==> config.mk <==
export PLATFORM = sky130hd
export DESIGN_NAME = ifla_ram
export DESIGN_NICKNAME = d
export VERILOG_FILES = /design/src/rtl/ifla_ram.sv
export SDC_FILE = /design/constraint.sdc
export NUM_CORES = 1
export LEC_CHECK = 0
export BUFFER_PORTS_ARGS = -buffer_cell sky130_fd_sc_hd__buf_4
export CAP_MARGIN = 20
export CORE_UTILIZATION = 54
export CTS_CLUSTER_DIAMETER = 50
export CTS_CLUSTER_SIZE = 30
export DETAILED_ROUTE_END_ITERATION = 12
export GPL_TIMING_DRIVEN = 0
export PLACE_DENSITY_LB_ADDON = 0.1
export RECOVER_POWER = 100
export SLEW_MARGIN = 25
export SYNTH_ARGS = -nofsm -noshare
export SYNTH_HDL_FRONTEND = slang
export SYNTH_SLANG_ARGS = --single-unit
==> constraint.sdc <==
create_clock -name clk -period 1.8 [get_ports clk]
set_input_delay 0.27 -clock clk [delete_from_list [all_inputs] [get_ports clk]]
set_output_delay 0.27 -clock clk [all_outputs]
set_load 0.02 [all_outputs]
==> src/rtl/ifla_ram.sv <==
// ----------------------------------------------------------------------------
// ifla_ram
// Generic single write port, single read port RAM with registered read.
// ----------------------------------------------------------------------------
module ifla_ram #(
  parameter int WIDTH = 8,
  parameter int DEPTH = 16,
  localparam int AW = $clog2(DEPTH)
) (
  input  logic             clk,
  input  logic             we,
  input  logic [AW-1:0]    waddr,
  input  logic [WIDTH-1:0] wdata,
  input  logic             re,
  input  logic [AW-1:0]    raddr,
  output logic [WIDTH-1:0] rdata
);

  logic [WIDTH-1:0] mem [DEPTH];
  logic [WIDTH-1:0] rdata_r;

  always_ff @(posedge clk) begin
    if (we) begin
      mem[waddr] <= wdata;
    end
    if (re) begin
      rdata_r <= mem[raddr];
    end
  end

  assign rdata = rdata_r;

endmodule

==> summary by stage <==
Placement
The global placement routability congestion is 0.7282. The detailed placement HPWL is 5.996 mm. The count of input and output buffers is 25. After detailed placement, the total cell area comes to 5597 µm². The instance count after placement with tap cells included is 383.

Die
The core area is 9328 µm². The starting density of the core is 0.5604. The die footprint is 10,080 µm². In this run the vertical extent of the chip is 100.4 µm. The die width is 100.4 µm. The site row count is 35. During I/O placement, the number of pins put on the boundary was 27.

Synth
The number of different library cells in the post-synthesis netlist is 18. Of the total synthesized cell area, the portion taken by full adders, half adders and majority gates is 0. The part of the Yosys area used for sequential elements is 0.7812. After synthesis the netlist holds a flip-flop and latch count of 136.

The post-synthesis cell count is 229. Of the total synthesized cell area, the portion taken by XOR and XNOR cells is 0. Of the total synthesized cell area, the portion taken by AND, OR, NAND and NOR gates is 0.03135. Ranked by total cell area, the synthesized netlist is headed by sky130_fd_sc_hd__edfxtp_1 (78%), sky130_fd_sc_hd__mux4_2 (7.8%), sky130_fd_sc_hd__mux4_1 (7.0%). The cell area after synthesis is 5228 µm². The fraction of post-synthesis cell area in the top cell type by area is 0.7812. The average instance area after synthesis is 22.83 µm².

The mux contribution to synthesized area is 0.1479. The dominant combinational cell family by area after synthesis is multiplexers. The area fraction in compound gates after synthesis is 0.02298. The count of synthesis-stage warnings from yosys is 0. Of all cell types, the one taking the most synthesized area is sky130_fd_sc_hd__edfxtp_1. The number of nets in the synthesized netlist is 248.

Drt
The DRC marker count from the first detailed-route iteration is 276. After detailed routing, the average wire length per cell comes to 23.92 µm. The first detailed-routing pass ran for 5 iterations.

Wires add up to 9.904 mm. The via density per instance is 5.836. The DRC violation count after routing is 0.

The number of routed nets with antenna violations is 0. The routed layout has 2,416 vias.

Critical path
The kind of start point of the critical path is a flip-flop. STA puts the critical path data arrival time at 1820 ps. The critical path goes through mux4_1 > a22oi_1 > nand2_1. The largest individual stage delay along the critical path comes from the cell sky130_fd_sc_hd__mux4_1. The internal reg-to-reg setup slack is 220 ps. The setup path with the least slack is of type flip-flop to flip-flop. Along the worst path, the maximum fanout reaches 1. The worst setup path is captured at a flip-flop. The largest stage delay on the critical path is 560 ps. Measured in cells, the most critical reg-to-reg path has a length of 3.

The endpoint of the worst-slack reg-to-reg timing path is rdata[0]. The data required time of the critical path is 2040 ps. The launch point of the worst reg-to-reg path is mem[5][0].

Power
The peak supply drop is 0.9011 mV. Dividing total power by cell area gives a power density of 1206 nW/µm². The analysis attributes to cell leakage a power of 1.994 nW.

Worst hold path
The worst hold path belongs to the class primary input to flip-flop. The launch point of the worst hold path is re. Counting instances, the worst hold path has a depth of 1.

The worst hold path terminates at rdata[2].

Run status
The run finished with clean final reports.

STA
The final-report max-slew violation count is 0. The time the final worst path needs with I/O delays and setup is 1581 ps. The clock skew is 6.416 ps. At the pin with the least slew margin, the transition time is 1175 ps. Setup repair after global routing left no endpoint under its margin. Timing would allow up to 632.7 MHz.

Setup violations remaining at the end of the flow were counted as 0. The tightest hold path in the finished design has a slack of 200.8 ps. The worst slew slack as a fraction of its limit is 0.2103. The number of failing hold endpoints at the final stage is 0. In the finished design, the share of the clock period the worst path needs comes to 0.8781.

The final total negative setup slack is 0 ps.

Final layout
The share of cells above drive strength 1 is 0.2316. Relative to the synthesized area, the layout overhead comes to 16.97%. The count of placed standard cells in the final layout, fillers left out is 414. Fill cells in the final layout number 635. The number of antenna diodes is 0. After routing the design area is 6115 µm². For this run, the post-layout net count is 292.

CTS
After clock tree synthesis, the clock-pin slew on the worst setup and hold paths is 60 ps. The H-tree depth reported by CTS is 4. The deepest clock path buffer count is 2. Buffers inserted to repair hold after CTS numbered 0. In this run, post-CTS repair resized a total of 0 instances. The setup fix buffers added after clock tree synthesis is 0. The root buffer cell chosen for the clock tree is sky130_fd_sc_hd__clkbuf_8. Buffers inserted during clock tree synthesis total 17.

TritonCTS built the clock tree. The count of clock tree sinks is 136. The clock latency on the worst-skew pair is 500 ps.

Global routing
The via count of the first global-routing pass is 2,406. The aggregate global routing overflow is 0. The largest net degree at the start of global routing is 17. The global-route wire length before repair is 14.88 mm. The total global routing track utilization is 0.2222. The number of antenna violations at the first check in global routing is 0.

Job
The tool flagged a number of max-cap violations equal to 0.
-- routing by layer --
metal,up-vias,GRT usage,share of wire
li1,1069,-,-
met1,1236,0.3290,0.41
met2,109,0.3314,0.50
met3,2,0.05432,0.081
met4,0,0.07246,0.0031
met5,-,0,0
-- Yosys cell counts (all sizes together) --
library cell / n
edfxtp: 136
mux4: 32
a22oi: 16
nor2: 13
nand2: 9
buf: 7
nor3: 4
clkdlybuf4s25: 3
nand2b: 2
nand3b: 2
and2: 1
and2b: 1
nand3: 1
nor2b: 1
or3b: 1
-- cells in the final DEF (no fill, tap or decap), types with 4 or more instances in the layout --
| master | netlist | layout |
|---|---|---|
| sky130_fd_sc_hd__mux4_1 | 14 | 14 |
| sky130_fd_sc_hd__nand2_1 | 9 | 9 |
| sky130_fd_sc_hd__nor2_1 | 13 | 13 |
| sky130_fd_sc_hd__clkbuf_16 | 0 | 16 |
| sky130_fd_sc_hd__bufinv_16 | 0 | 4 |
| sky130_fd_sc_hd__buf_4 | 1 | 8 |
| sky130_fd_sc_hd__mux4_2 | 18 | 18 |
| sky130_fd_sc_hd__a22oi_1 | 16 | 16 |
| sky130_fd_sc_hd__edfxtp_1 | 136 | 136 |
| sky130_fd_sc_hd__clkbuf_1 | 0 | 18 |
-- area by class of cell --
class / count / area [µm²] / share of cell area
Timing Repair Buffer: 25 / 120.1 / 0.01964
Multi-Input combinational cell: 83 / 1067 / 0.1745
Clock inverter: 14 / 181.4 / 0.02967
Buffer: 10 / 86.33 / 0.01412
Tap cell: 129 / 161.4 / 0.02640
Clock buffer: 17 / 414.1 / 0.06773
Sequential cell: 136 / 4084 / 0.6679
-- cell families (layout without fill, tap and decap cells) --
group | after synthesis | count (layout)
flip-flops | 136 | 136
multiplexers | 32 | 32
buffers and inverters | 10 | 66
AND/OR/NAND/NOR | 35 | 35
AO/OA/AOI/OAI | 16 | 16
-- metrics by stage --
step | total power (W) | utilization | setup slack, ps
finish | 0.007372 | 0.6555 | 219.5
global route | 0.007592 | 0.6555 | 180.1
CTS | 0.007442 | 0.6639 | 233.8
detailed placement | 0.004026 | 0.6000 | -208.4
global placement | 0.004011 | 0.5979 | -525.4
floorplan | 0.003848 | - | 37.13
-- power by group --
group          internal [W]  leakage, nW  total (W)  switching [W]
Clock               0.00223        0.283    0.00343        0.00121
Sequential          0.00357         1.24    0.00359      0.0000159
Combinational      0.000135        0.475   0.000351       0.000217
Total               0.00593         1.99    0.00737        0.00144
-- state kept, by name (all words and copies together) (netlist names) --
name,count
mem,128
rdata,8
-- worst max-delay path by stage --
stage / to / depth (start not counted) / slack [ps] / startpoint
global route: rdata[1] / 3 / 180 / mem[5][1]
detailed placement: mem[3][1] / 3 / -210 / waddr[2]
CTS: rdata[0] / 3 / 230 / mem[5][0]
global placement: mem[0][3] / 3 / -530 / waddr[2]
floorplan: mem[0][0] / 2 / 40 / waddr[2]
finish: rdata[0] / 3 / 220 / mem[5][0]
-- critical path: cells and delay by family, from the launching register on --
kind	cells	cell delay (ps)
flops	1	360
mux	1	560
compound gates	1	290
simple gates	1	110
(Power assumes the default switching activity.)
