==> config.mk <==
export PLATFORM = sky130hd
export DESIGN_NAME = ifla_update
export DESIGN_NICKNAME = d
export VERILOG_FILES = /design/src/rtl/ifla_pkg.sv /design/src/rtl/ifla_update.sv
export SDC_FILE = /design/constraint.sdc
export NUM_CORES = 1
export LEC_CHECK = 0
export BUFFER_PORTS_ARGS = -buffer_cell sky130_fd_sc_hd__buf_4
export CAP_MARGIN = 20
export CORE_AREA = 3 3 130 132
export DETAILED_ROUTE_END_ITERATION = 6
export DIE_AREA = 0 0 133 135
export GPL_TIMING_DRIVEN = 0
export REMOVE_ABC_BUFFERS = 1
export SYNTH_ARGS = -nofsm -noshare
export SYNTH_HDL_FRONTEND = slang
export SYNTH_SLANG_ARGS = --single-unit
==> constraint.sdc <==
create_clock -name vclk -period 5
set_input_delay 0.75 -clock vclk [all_inputs]
set_output_delay 0.75 -clock vclk [all_outputs]
set_load 0.05 [all_outputs]
==> src/rtl/ifla_pkg.sv <==
// ----------------------------------------------------------------------------
// ifla_pkg
// Shared types and constants of the inode free list allocator.
// ----------------------------------------------------------------------------
package ifla_pkg;

  localparam int INO_W  = 10;
  localparam int WORD_W = 32;

  typedef logic [1:0]        status_t;
  typedef logic [INO_W-1:0]  ino_t;
  typedef logic [WORD_W-1:0] word_t;

  localparam logic OP_ALLOC = 1'b0;
  localparam logic OP_FREE  = 1'b1;

  localparam status_t ST_OK    = 2'd0;
  localparam status_t ST_EMPTY = 2'd1;
  localparam status_t ST_INUSE = 2'd2;

  localparam ino_t COUNT_MAX = '1;

  // outcome of one read-modify-write step
  typedef struct packed {
    logic    wr_en;
    logic    head_load;
    logic    gen_load;
    logic    count_up;
    logic    count_down;
    status_t status;
    ino_t    result_inode;
    word_t   generation;
    word_t   entry_version;
  } upd_res_t;

endpackage

==> src/rtl/ifla_update.sv <==
// ----------------------------------------------------------------------------
// ifla_update
// Modify step: decides an allocate or free from the entry read back and
// builds the entry to write, the new list head and the result item.
// ----------------------------------------------------------------------------
module ifla_update import ifla_pkg::*; #(
  parameter int INODE_COUNT = 1024,
  localparam int IW = $clog2(INODE_COUNT),
  localparam int EW = IW + 1 + 2 * WORD_W
) (
  input  logic          operation,
  input  ino_t          inode_number,
  input  word_t         now_seconds,
  input  logic [IW-1:0] head,
  input  word_t         gen_count,
  input  logic [EW-1:0] rd_word,
  output logic [EW-1:0] wr_word,
  output logic [IW-1:0] wr_addr,
  output logic [IW-1:0] new_head,
  output upd_res_t      res
);

  localparam int CW = ((IW > INO_W) ? IW : INO_W) + 1;
  localparam logic [IW:0]   HEAD_LIM = (IW + 1)'(INODE_COUNT);
  localparam logic [CW-1:0] INO_LIM  = CW'(INODE_COUNT);

  logic [IW-1:0] ent_next;
  logic          ent_in_use;
  word_t         ent_version;
  word_t         ent_atime;
  word_t         gen_inc;
  word_t         gen_new;
  word_t         ver_inc;
  logic [CW-1:0] ino_ext;
  logic [IW-1:0] ino_idx;

  assign ent_next    = rd_word[EW-1 -: IW];
  assign ent_in_use  = rd_word[2*WORD_W];
  assign ent_version = rd_word[2*WORD_W-1 -: WORD_W];
  assign ent_atime   = rd_word[WORD_W-1:0];

  assign gen_inc = gen_count + 32'd1;
  assign gen_new = (gen_inc < now_seconds) ? now_seconds : gen_inc;
  assign ver_inc = ent_version + 32'd1;
  assign ino_ext = CW'(inode_number);
  assign ino_idx = IW'(inode_number);

  always_comb begin
    res      = '0;
    wr_word  = rd_word;
    wr_addr  = head;
    new_head = head;
    res.status = ST_OK;
    if (operation == OP_ALLOC) begin
      if (head == '0 || {1'b0, head} >= HEAD_LIM) begin
        res.status = ST_EMPTY;
      end else if (ent_in_use) begin
        res.status = ST_INUSE;
      end else begin
        res.wr_en         = 1'b1;
        res.head_load     = 1'b1;
        res.gen_load      = 1'b1;
        res.count_up      = 1'b1;
        new_head          = ent_next;
        wr_word           = {ent_next, 1'b1, ent_version, now_seconds};
        res.result_inode  = INO_W'(head);
        res.generation    = gen_new;
        res.entry_version = ent_version;
      end
    end else begin
      wr_addr = ino_idx;
      if (ino_ext != '0 && ino_ext < INO_LIM) begin
        res.wr_en         = 1'b1;
        res.head_load     = 1'b1;
        res.count_down    = 1'b1;
        new_head          = ino_idx;
        wr_word           = {head, 1'b0, ver_inc, ent_atime};
        res.result_inode  = inode_number;
        res.entry_version = ver_inc;
      end
    end
  end

endmodule

==> impl_metrics.ini, run 1 <==
[worst_setup_path]
cp.required_ns = 4.25
startpoint = gen_count[0]
crit_top_cell = buf_4
critical-path-slowest-cell = a221o_1
cp-end-kind = output pin
cp-start-kind = input pin
crit_chain = buf_4 > ha_4 > nand4_1 > buf_4 > nor4_4 > buf_4 > nand4_1 > xnor2_1 > ha_1 > a21oi_1 > o21ai_1 > a221o_1 > a2111oi_4 > o21ai_4 > buf_12 > mux2i_2 > buf_6
slowest_delay_ns = 0.39
critical_path_class = input pin to output pin
critPathArrivalTime_ns = 4.10
critical_path.max_fanout = 21

[global_routing]
grt_usage_pct = 19.97
antenna_found_initial = 0
grt_max_degree = 91
grt_pass1_vias = 5741
overflow = 0
grt_pass1_wl_mm = 30.15

[yosys]
synth_top_area_share_pct = 19.30
synth_area_per_cell_um2 = 6.000
synth_common_cells = 219 x nand2_1, 41 x nor2_1, 39 x inv_1, 39 x xnor2_1
synth_most_common_cell = nand2_1
synthCells = 710
syn-cell-area_um2 = 4260
yosysWarnings = 0
ys_types = 53
synth_area_leaders = nand2_1 19%, ha_1 10%, xnor2_1 8.0%
synth_top_area_cell = nand2_1
ys_seq_area_share_pct = 0

[place]
port-buffer-count = 336
place_area_um2 = 6932
place_congestion = 0.8200
dp_hpwl_mm = 16.35
place_inst = 1223

[cells_and_area]
postLayoutCellArea_um2 = 7141
fin_nets = 1210
layout.area.seq_um2 = 0
flops_and_latches = 0
drive_gt1_share_pct = 38.66
nClkBuffers = 0
layout.cells.non_filler = 1230
area_growth_pct = 67.61
antenna_cells = 0

[drt]
top_layer = met4
drtAntennaViolNets = 0
wirelength_mm = 19.81
num_vias = 6030
routedWlPerCell_um = 16.10
wl_met2_mm = 9.910
drt-pass1-iter-count = 5
drc = 0
wl_met3_mm = 1.693
met1_length_mm = 8.024
drt_iter0_markers = 261
via_per_inst = 4.902

[sta]
worst_slew_margin_rel_pct = 39.98
finalCritPeriodShare_pct = 97.03
slew_violations = 0
setup_viol = 0
worstMarginPinSlew_ns = 0.9003
hold_viol = 0
period_needed_ns = 4.852
fmax_mhz = 206.1

[floorplan]
dieArea_um2 = 17960
fp.dieW_um = 133
die_y_um = 135
num_rows = 46
pin_count = 336
start_util_pct = 26.92
core_area_um2 = 15830

[power_and_ir_drop]
vdd.ir_drop.worst_mv = 0.08847
power.leakage_nw = 3.729
power_density_nw_per_um2 = 138.7

[outcome]
status = complete, no violations

[worst_hold_path]
hold_start = rd_word[63]
hold_path_class = input pin to output pin

[run]
maxCapViolations = 0

[clock_network]
cts_hold_buf = 0
==> path summary, 6_finish.rpt <==
kind           to  slack [ns]  cells after the start
max       res[52]        0.15                     17
min   wr_word[63]        1.84                      3
==> final cells by class <==
cell class / instances / area, um2
fill: 1715 / 8687
multi-input combinational: 626 / 4028
timing repair buffer: 347 / 2686
tap: 216 / 270.3
inverter: 41 / 156.4
==> critical path, delay by kind of cell <==
family | cells | cell delay (ns)
buffers and inverters | 5 | 0.92
xor gates and xnor gates | 1 | 0.16
adders and majority gates | 2 | 0.35
muxes | 1 | 0.23
AOI/OAI and AO/OA | 5 | 1.13
and+or+nand+nor | 3 | 0.55
==> repair_timing <==
action | 4_1_cts | 5_1_grt
buffers inserted | 2 | 4
pin swaps | 1 | 5
endpoints found under the setup margin | 32 | 32
gates resized for setup | 5 | 18
cloned | 0 | 0
==> kinds of logic after synthesis <==
kind of cell             share of synthesized area, %
AO/OA/AOI/OAI                                   19.15
multiplexers                                    11.95
buffers and inverters                           8.546
XOR/XNOR                                        12.33
adder cells (fa/ha/maj)                         9.985
AND/OR/NAND/NOR                                 38.03
==> routing by layer <==
layer | vias up | track usage [%]
met4 | 0 | 1.443
met5 | - | 0
met1 | 2690 | 24.34
li1 | 3070 | -
met2 | 253 | 37.16
met3 | 17 | 4.657
==> power breakdown <==
| part | total (mW) | switching (mW) | leakage, nW | internal, mW |
|---|---|---|---|---|
| clock network | 0 | 0 | 0 | 0 |
| registers | 0 | 0 | 0 | 0 |
| logic | 0.991 | 0.646 | 3.73 | 0.345 |
==> placed cells by master, fill, tap and decap left out, types with 4 or more instances in the layout <==
| cell | instances |
|---|---|
| nand4_1 | 20 |
| buf_4 | 339 |
| nor2_1 | 41 |
| inv_1 | 39 |
| nor4_1 | 4 |
| a22o_1 | 11 |
| nand3_1 | 29 |
| mux2i_1 | 31 |
| buf_12 | 4 |
| nand3_2 | 4 |
| xnor2_1 | 36 |
| o21a_1 | 5 |
| and4_1 | 4 |
| ha_1 | 33 |
| and3_1 | 12 |
| a31oi_1 | 10 |
| nand2_1 | 217 |
| o22ai_1 | 6 |
| a21o_1 | 6 |
| nor3_1 | 4 |
| xor2_1 | 21 |
| and2_1 | 4 |
| a21oi_1 | 34 |
| mux2_2 | 15 |
| o21ai_0 | 33 |
| o31ai_1 | 6 |
==> through the flow <==
stage               setup slack [ns]   TNS (ns)  util [%]  hold WS [ns]  power, mW
floorplan                     -1.070     -34.66         -         1.676     0.6022
global placement              -2.363    -149.90     43.23         1.842     0.9704
detailed placement           -0.4609     -9.401     43.79         1.839     0.9751
CTS                          0.02053          0     44.11         1.839     0.9818
global route               -0.003444  -0.003444     45.11         1.850      1.051
finish                        0.1483          0     45.11         1.838     0.9907
Note: power is estimated with default switching activity, not from simulation.
==> run 2, diff against run 1 <==
--- a/config.mk
+++ b/config.mk
@@ -7,10 +7,13 @@
 export LEC_CHECK = 0
 export BUFFER_PORTS_ARGS = -buffer_cell sky130_fd_sc_hd__buf_4
 export CAP_MARGIN = 20
-export CORE_AREA = 3 3 130 132
+export CELL_PAD_IN_SITES_DETAIL_PLACEMENT = 1
+export CELL_PAD_IN_SITES_GLOBAL_PLACEMENT = 2
+export CORE_AREA = 3 3 154 156
 export DETAILED_ROUTE_END_ITERATION = 6
-export DIE_AREA = 0 0 133 135
+export DIE_AREA = 0 0 157 159
 export GPL_TIMING_DRIVEN = 0
+export PLACE_DENSITY_LB_ADDON = 0.1
 export REMOVE_ABC_BUFFERS = 1
 export SYNTH_ARGS = -nofsm -noshare
 export SYNTH_HDL_FRONTEND = slang
==> run 2 against run 1 <==
Cell count grew 6.0%. Critical path depth shrank 2. Core utilization shrank 13 points. Routed wire length grew 14%. Hold slack gained 0.0051 ns. Via count grew 0.18%.
==> impl_metrics.ini, run 2 (same netlist as run 1, synthesis figures left out) <==
[outcome]
status = complete, no violations

[sta]
finalCritPeriodShare_pct = 95.32
fmax_mhz = 209.8
period_needed_ns = 4.766
slew_violations = 0
worst_slew_margin_rel_pct = 50.60
timing.hold.ws_ns = 1.843
rsz0062_at_grt = false
setup_viol = 0
hold_viol = 0
worstMarginPinSlew_ns = 0.7383

[power_and_ir_drop]
vdd.ir_drop.worst_mv = 0.06894
power.leakage_nw = 3.754
power_density_nw_per_um2 = 138.2

[global_routing]
antenna_found_initial = 0
grt_max_degree = 53
grt_pass1_vias = 6230
grt_pass1_wl_mm = 34.54
grt_usage_pct = 16.69
overflow = 0

[worst_setup_path]
critical_path.max_fanout = 10
critical_path_class = input pin to output pin
slowest_delay_ns = 0.41
critical-path-top-delay-family = compound AO/OA/AOI/OAI gates
cp-start-kind = input pin
critical-path-slowest-cell = a221o_1
cp.required_ns = 4.25
critPathArrivalTime_ns = 4.02
crit_chain = buf_4 > nand2_1 > nor4b_4 > buf_4 > nand3_1 > xnor2_1 > ha_1 > a21oi_1 > o21ai_1 > a221o_1 > a2111oi_4 > o21ai_4 > buf_12 > mux2i_1 > buf_4
crit_top_cell = buf_4
cp-end-kind = output pin
crit_buf_inv = 4
crit_cells = 15
endpoint = res[46]
startpoint = gen_count[9]

[cells_and_area]
layout.area.seq_um2 = 0
nClkBuffers = 0
flops_and_latches = 0
area_growth_pct = 69.72
fin_nets = 1215
antenna_cells = 0
layout.cells.non_filler = 1304
final_cell_mix = 346 x buf_4, 217 x nand2_1, 41 x nor2_1
drive_gt1_share_pct = 38.47
final_common_cell = buf_4

[drt]
wirelength_mm = 22.63
routedWlPerCell_um = 17.35
drt-pass1-iter-count = 5
drc = 0
drt_iter0_markers = 211
via_per_inst = 4.633
drtAntennaViolNets = 0
num_vias = 6041

[place]
place_congestion = 0.7450
dp_hpwl_mm = 18.95
place_inst = 1294
port-buffer-count = 336

[clock_network]
cts_hold_buf = 0

[floorplan]
core_area_um2 = 22500
num_rows = 55
die_y_um = 159
pin_count = 336
fp.dieW_um = 157
dieArea_um2 = 24960
start_util_pct = 18.93

[worst_hold_path]
hold_path_class = input pin to output pin
hold_depth = 3

[run]
maxCapViolations = 0
-- run 2: cell count changes in the layout (fill, tap and decap cells not counted), sizes merged --
cell / previous run / this run
buf: 347 / 352
-- run 2: power by group --
part | internal [mW] | switching [mW]
registers | 0 | 0
clock network | 0 | 0
logic | 0.346 | 0.654
total | 0.346 | 0.654
-- run 2: final cells by class --
cell class                      instances  area (um2)
Multi-Input combinational cell        626        3985
Inverter                               41       156.4
Tap cell                              285       356.6
Timing Repair Buffer                  352        2733
Fill cell                            2908       15270
-- run 2: worst min path at each step --
stage / startpoint / end
floorplan: operation / res[74]
finish: rd_word[63] / wr_word[63]
global placement: rd_word[63] / wr_word[63]
CTS: rd_word[63] / wr_word[63]
detailed placement: rd_word[63] / wr_word[63]
global route: rd_word[63] / wr_word[63]
-- run 2: repair_timing --
action,CTS,global route
setup buffers,6,4
resized for setup,5,5
cloned,0,0
endpoints found under the setup margin,32,32
pin swaps,5,5
-- run 2: stage by stage --
step	TNS (ns)	power [mW]	instance area [um2]	setup WS (ns)	util (%)
3_5_place_dp	-16.58	0.9980	7073	-0.6200	31.43
6_report	0	0.9995	7231	0.2341	32.13
3_3_place_gp	-200.12	0.9878	6929	-2.611	30.79
4_1_cts	0	1.009	7166	0.1003	31.84
5_1_grt	0	1.067	7231	0.01116	32.13
2_1_floorplan	-34.66	0.6022	4050	-1.070	-
-- run 2: worst min-delay path, cell delays in order --
cell and delay, ns:
buf_4 0.09, xor2_1 0.06, buf_4 0.18
-- run 2: layer usage --
metal  GRT usage [%]  share of wire (%)  wire (um)
met1           21.20                 42       9603
met2           29.37                 48      10830
met3           4.893                9.3       2106
met4          0.5173               0.38         87
met5               0                  0          0
==> run 3, diff against run 2 <==
--- a/config.mk
+++ b/config.mk
@@ -9,9 +9,9 @@
 export CAP_MARGIN = 20
 export CELL_PAD_IN_SITES_DETAIL_PLACEMENT = 1
 export CELL_PAD_IN_SITES_GLOBAL_PLACEMENT = 2
-export CORE_AREA = 3 3 154 156
+export CORE_AREA = 3 3 150 152
 export DETAILED_ROUTE_END_ITERATION = 6
-export DIE_AREA = 0 0 157 159
+export DIE_AREA = 0 0 153 155
 export GPL_TIMING_DRIVEN = 0
 export PLACE_DENSITY_LB_ADDON = 0.1
 export REMOVE_ABC_BUFFERS = 1
==> constraint.sdc (replaced) <==
create_clock -name vclk -period 5.9
set_input_delay 0.885 -clock vclk [all_inputs]
set_output_delay 0.885 -clock vclk [all_outputs]
set_load 0.05 [all_outputs]
==> run 3 against run 2 <==
Critical path depth fell by 1. Cell count down 1.3%. Routed wire length decreased by 2.8%. Clock-buffer cell count stayed put. Sequential cell count is the same. Hold slack improved by 0.26 ns. Via count fell by 1.0%.
==> impl_metrics.ini, run 3 (same netlist as run 1, synthesis figures left out) <==
[global_routing]
grt_pass1_vias = 6368
grt_pass1_wl_mm = 34.61
grt_max_degree = 59
grt_usage_pct = 17.37
antenna_found_initial = 0
overflow = 0

[power_and_ir_drop]
vdd.ir_drop.worst_mv = 0.06087
power_density_nw_per_um2 = 118.2
power.leakage_nw = 3.675

[cells_and_area]
nClkBuffers = 0
fill_cells = 2753
drive_gt1_share_pct = 37.55
final_common_cell = buf_4
final_cell_mix = 340 x buf_4, 217 x nand2_1, 41 x nor2_1
area_growth_pct = 66.73
fin_nets = 1208
layout.cells.non_filler = 1287
layout.area.seq_um2 = 0
antenna_cells = 0
flops_and_latches = 0

[floorplan]
die_y_um = 155
dieArea_um2 = 23720
num_rows = 53
pin_count = 336
start_util_pct = 20.14
core_area_um2 = 21150
fp.dieW_um = 153

[worst_setup_path]
slowest_delay_ns = 0.68
cp-end-kind = output pin
critical_path.max_fanout = 7
critPathArrivalTime_ns = 4.55
crit_chain = buf_4 > ha_1 > nand4_1 > nor4_1 > nand3_1 > xnor2_1 > ha_1 > and4_1 > a221o_1 > a2111oi_4 > o21ai_4 > buf_4 > mux2i_1 > buf_4
crit_top_cell = buf_4
cp.required_ns = 5.02
critical_path_class = input pin to output pin
critical-path-slowest-cell = nor4_1
cp-start-kind = input pin

[sta]
setup_viol = 0
rsz0062_at_grt = false
fin_ws_ns = 0.4699
fmax_mhz = 184.2
worst_slew_margin_rel_pct = 44.30
worstMarginPinSlew_ns = 0.8278
timing.hold.ws_ns = 2.106
period_needed_ns = 5.430
hold_viol = 0
slew_violations = 0
finalCritPeriodShare_pct = 92.04

[drt]
drtAntennaViolNets = 0
wirelength_mm = 22.00
routedWlPerCell_um = 17.09
drt-pass1-iter-count = 5
drc = 0
num_vias = 5979
via_per_inst = 4.646
drt_iter0_markers = 251

[place]
place_congestion = 0.7448
post-place-ws_ns = 0.06381
place_inst = 1284
dp_hpwl_mm = 18.51
port-buffer-count = 336

[worst_hold_path]
hold_path_class = input pin to output pin
hold_start = rd_word[63]
min_to = wr_word[63]
hold_depth = 3

[run]
maxCapViolations = 0

[clock_network]
cts_hold_buf = 0

[outcome]
status = complete, no violations
==> run 3: worst max path at each step <==
| stage | from | depth (start not counted) | end | slack, ns |
|---|---|---|---|---|
| floorplan | gen_count[5] | 10 | res[32] | -0.44 |
| global placement | gen_count[5] | 12 | res[46] | -1.84 |
| CTS | gen_count[0] | 14 | res[51] | 0.04 |
| finish | gen_count[0] | 14 | res[47] | 0.47 |
| detailed placement | gen_count[0] | 14 | res[51] | 0.06 |
| global route | gen_count[0] | 14 | res[51] | 0.25 |
==> run 3: power breakdown <==
part | internal [mW] | switching, mW
sequential | 0 | 0
combinational | 0.291 | 0.548
clock | 0 | 0
total | 0.291 | 0.548
==> run 3: layout make-up <==
class | count | area [um2] | share of cell area [%]
timing repair buffer | 345 | 2683 | 37.77
inverter | 41 | 156.4 | 2.202
multi-input combinational | 626 | 3920 | 55.19
tap | 275 | 344.1 | 4.844
==> run 3: routing by layer <==
| layer | vias up | track usage [%] | part of all wire, % |
|---|---|---|---|
| met3 | 2 | 4.618 | 8.0 |
| met1 | 2722 | 21.21 | 42 |
| met4 | 0 | 0.3818 | 0.25 |
| li1 | 3056 | - | - |
| met5 | - | 0 | 0 |
| met2 | 199 | 32.41 | 50 |
==> run 3: stage by stage <==
stage / setup TNS [ns] / util (%) / total power, mW / instance area [um2]
final: 0 / 33.58 / 0.8392 / 7103
after global routing: 0 / 33.58 / 0.8986 / 7103
after CTS: 0 / 33.45 / 0.8479 / 7076
after detailed placement: 0 / 33.45 / 0.8445 / 7076
after global placement: -113.97 / 32.70 / 0.8337 / 6917
after floorplan: -14.09 / - / 0.5103 / 4050
==> run 3: timing repair <==
| item | CTS | global route |
|---|---|---|
| resized for setup | 0 | 1 |
| buffers inserted | 0 | 3 |
| endpoints found under the setup margin | 0 | 25 |
==> run 3: worst max-delay path, delay by kind of cell <==
kind                       cells  cell delay (ns)
xor gates and xnor gates       1             0.26
muxes                          1             0.16
buffers and inverters          3             0.56
AOI/OAI and AO/OA              3             0.89
and+or+nand+nor                4             1.26
adders and majority gates      2             0.50
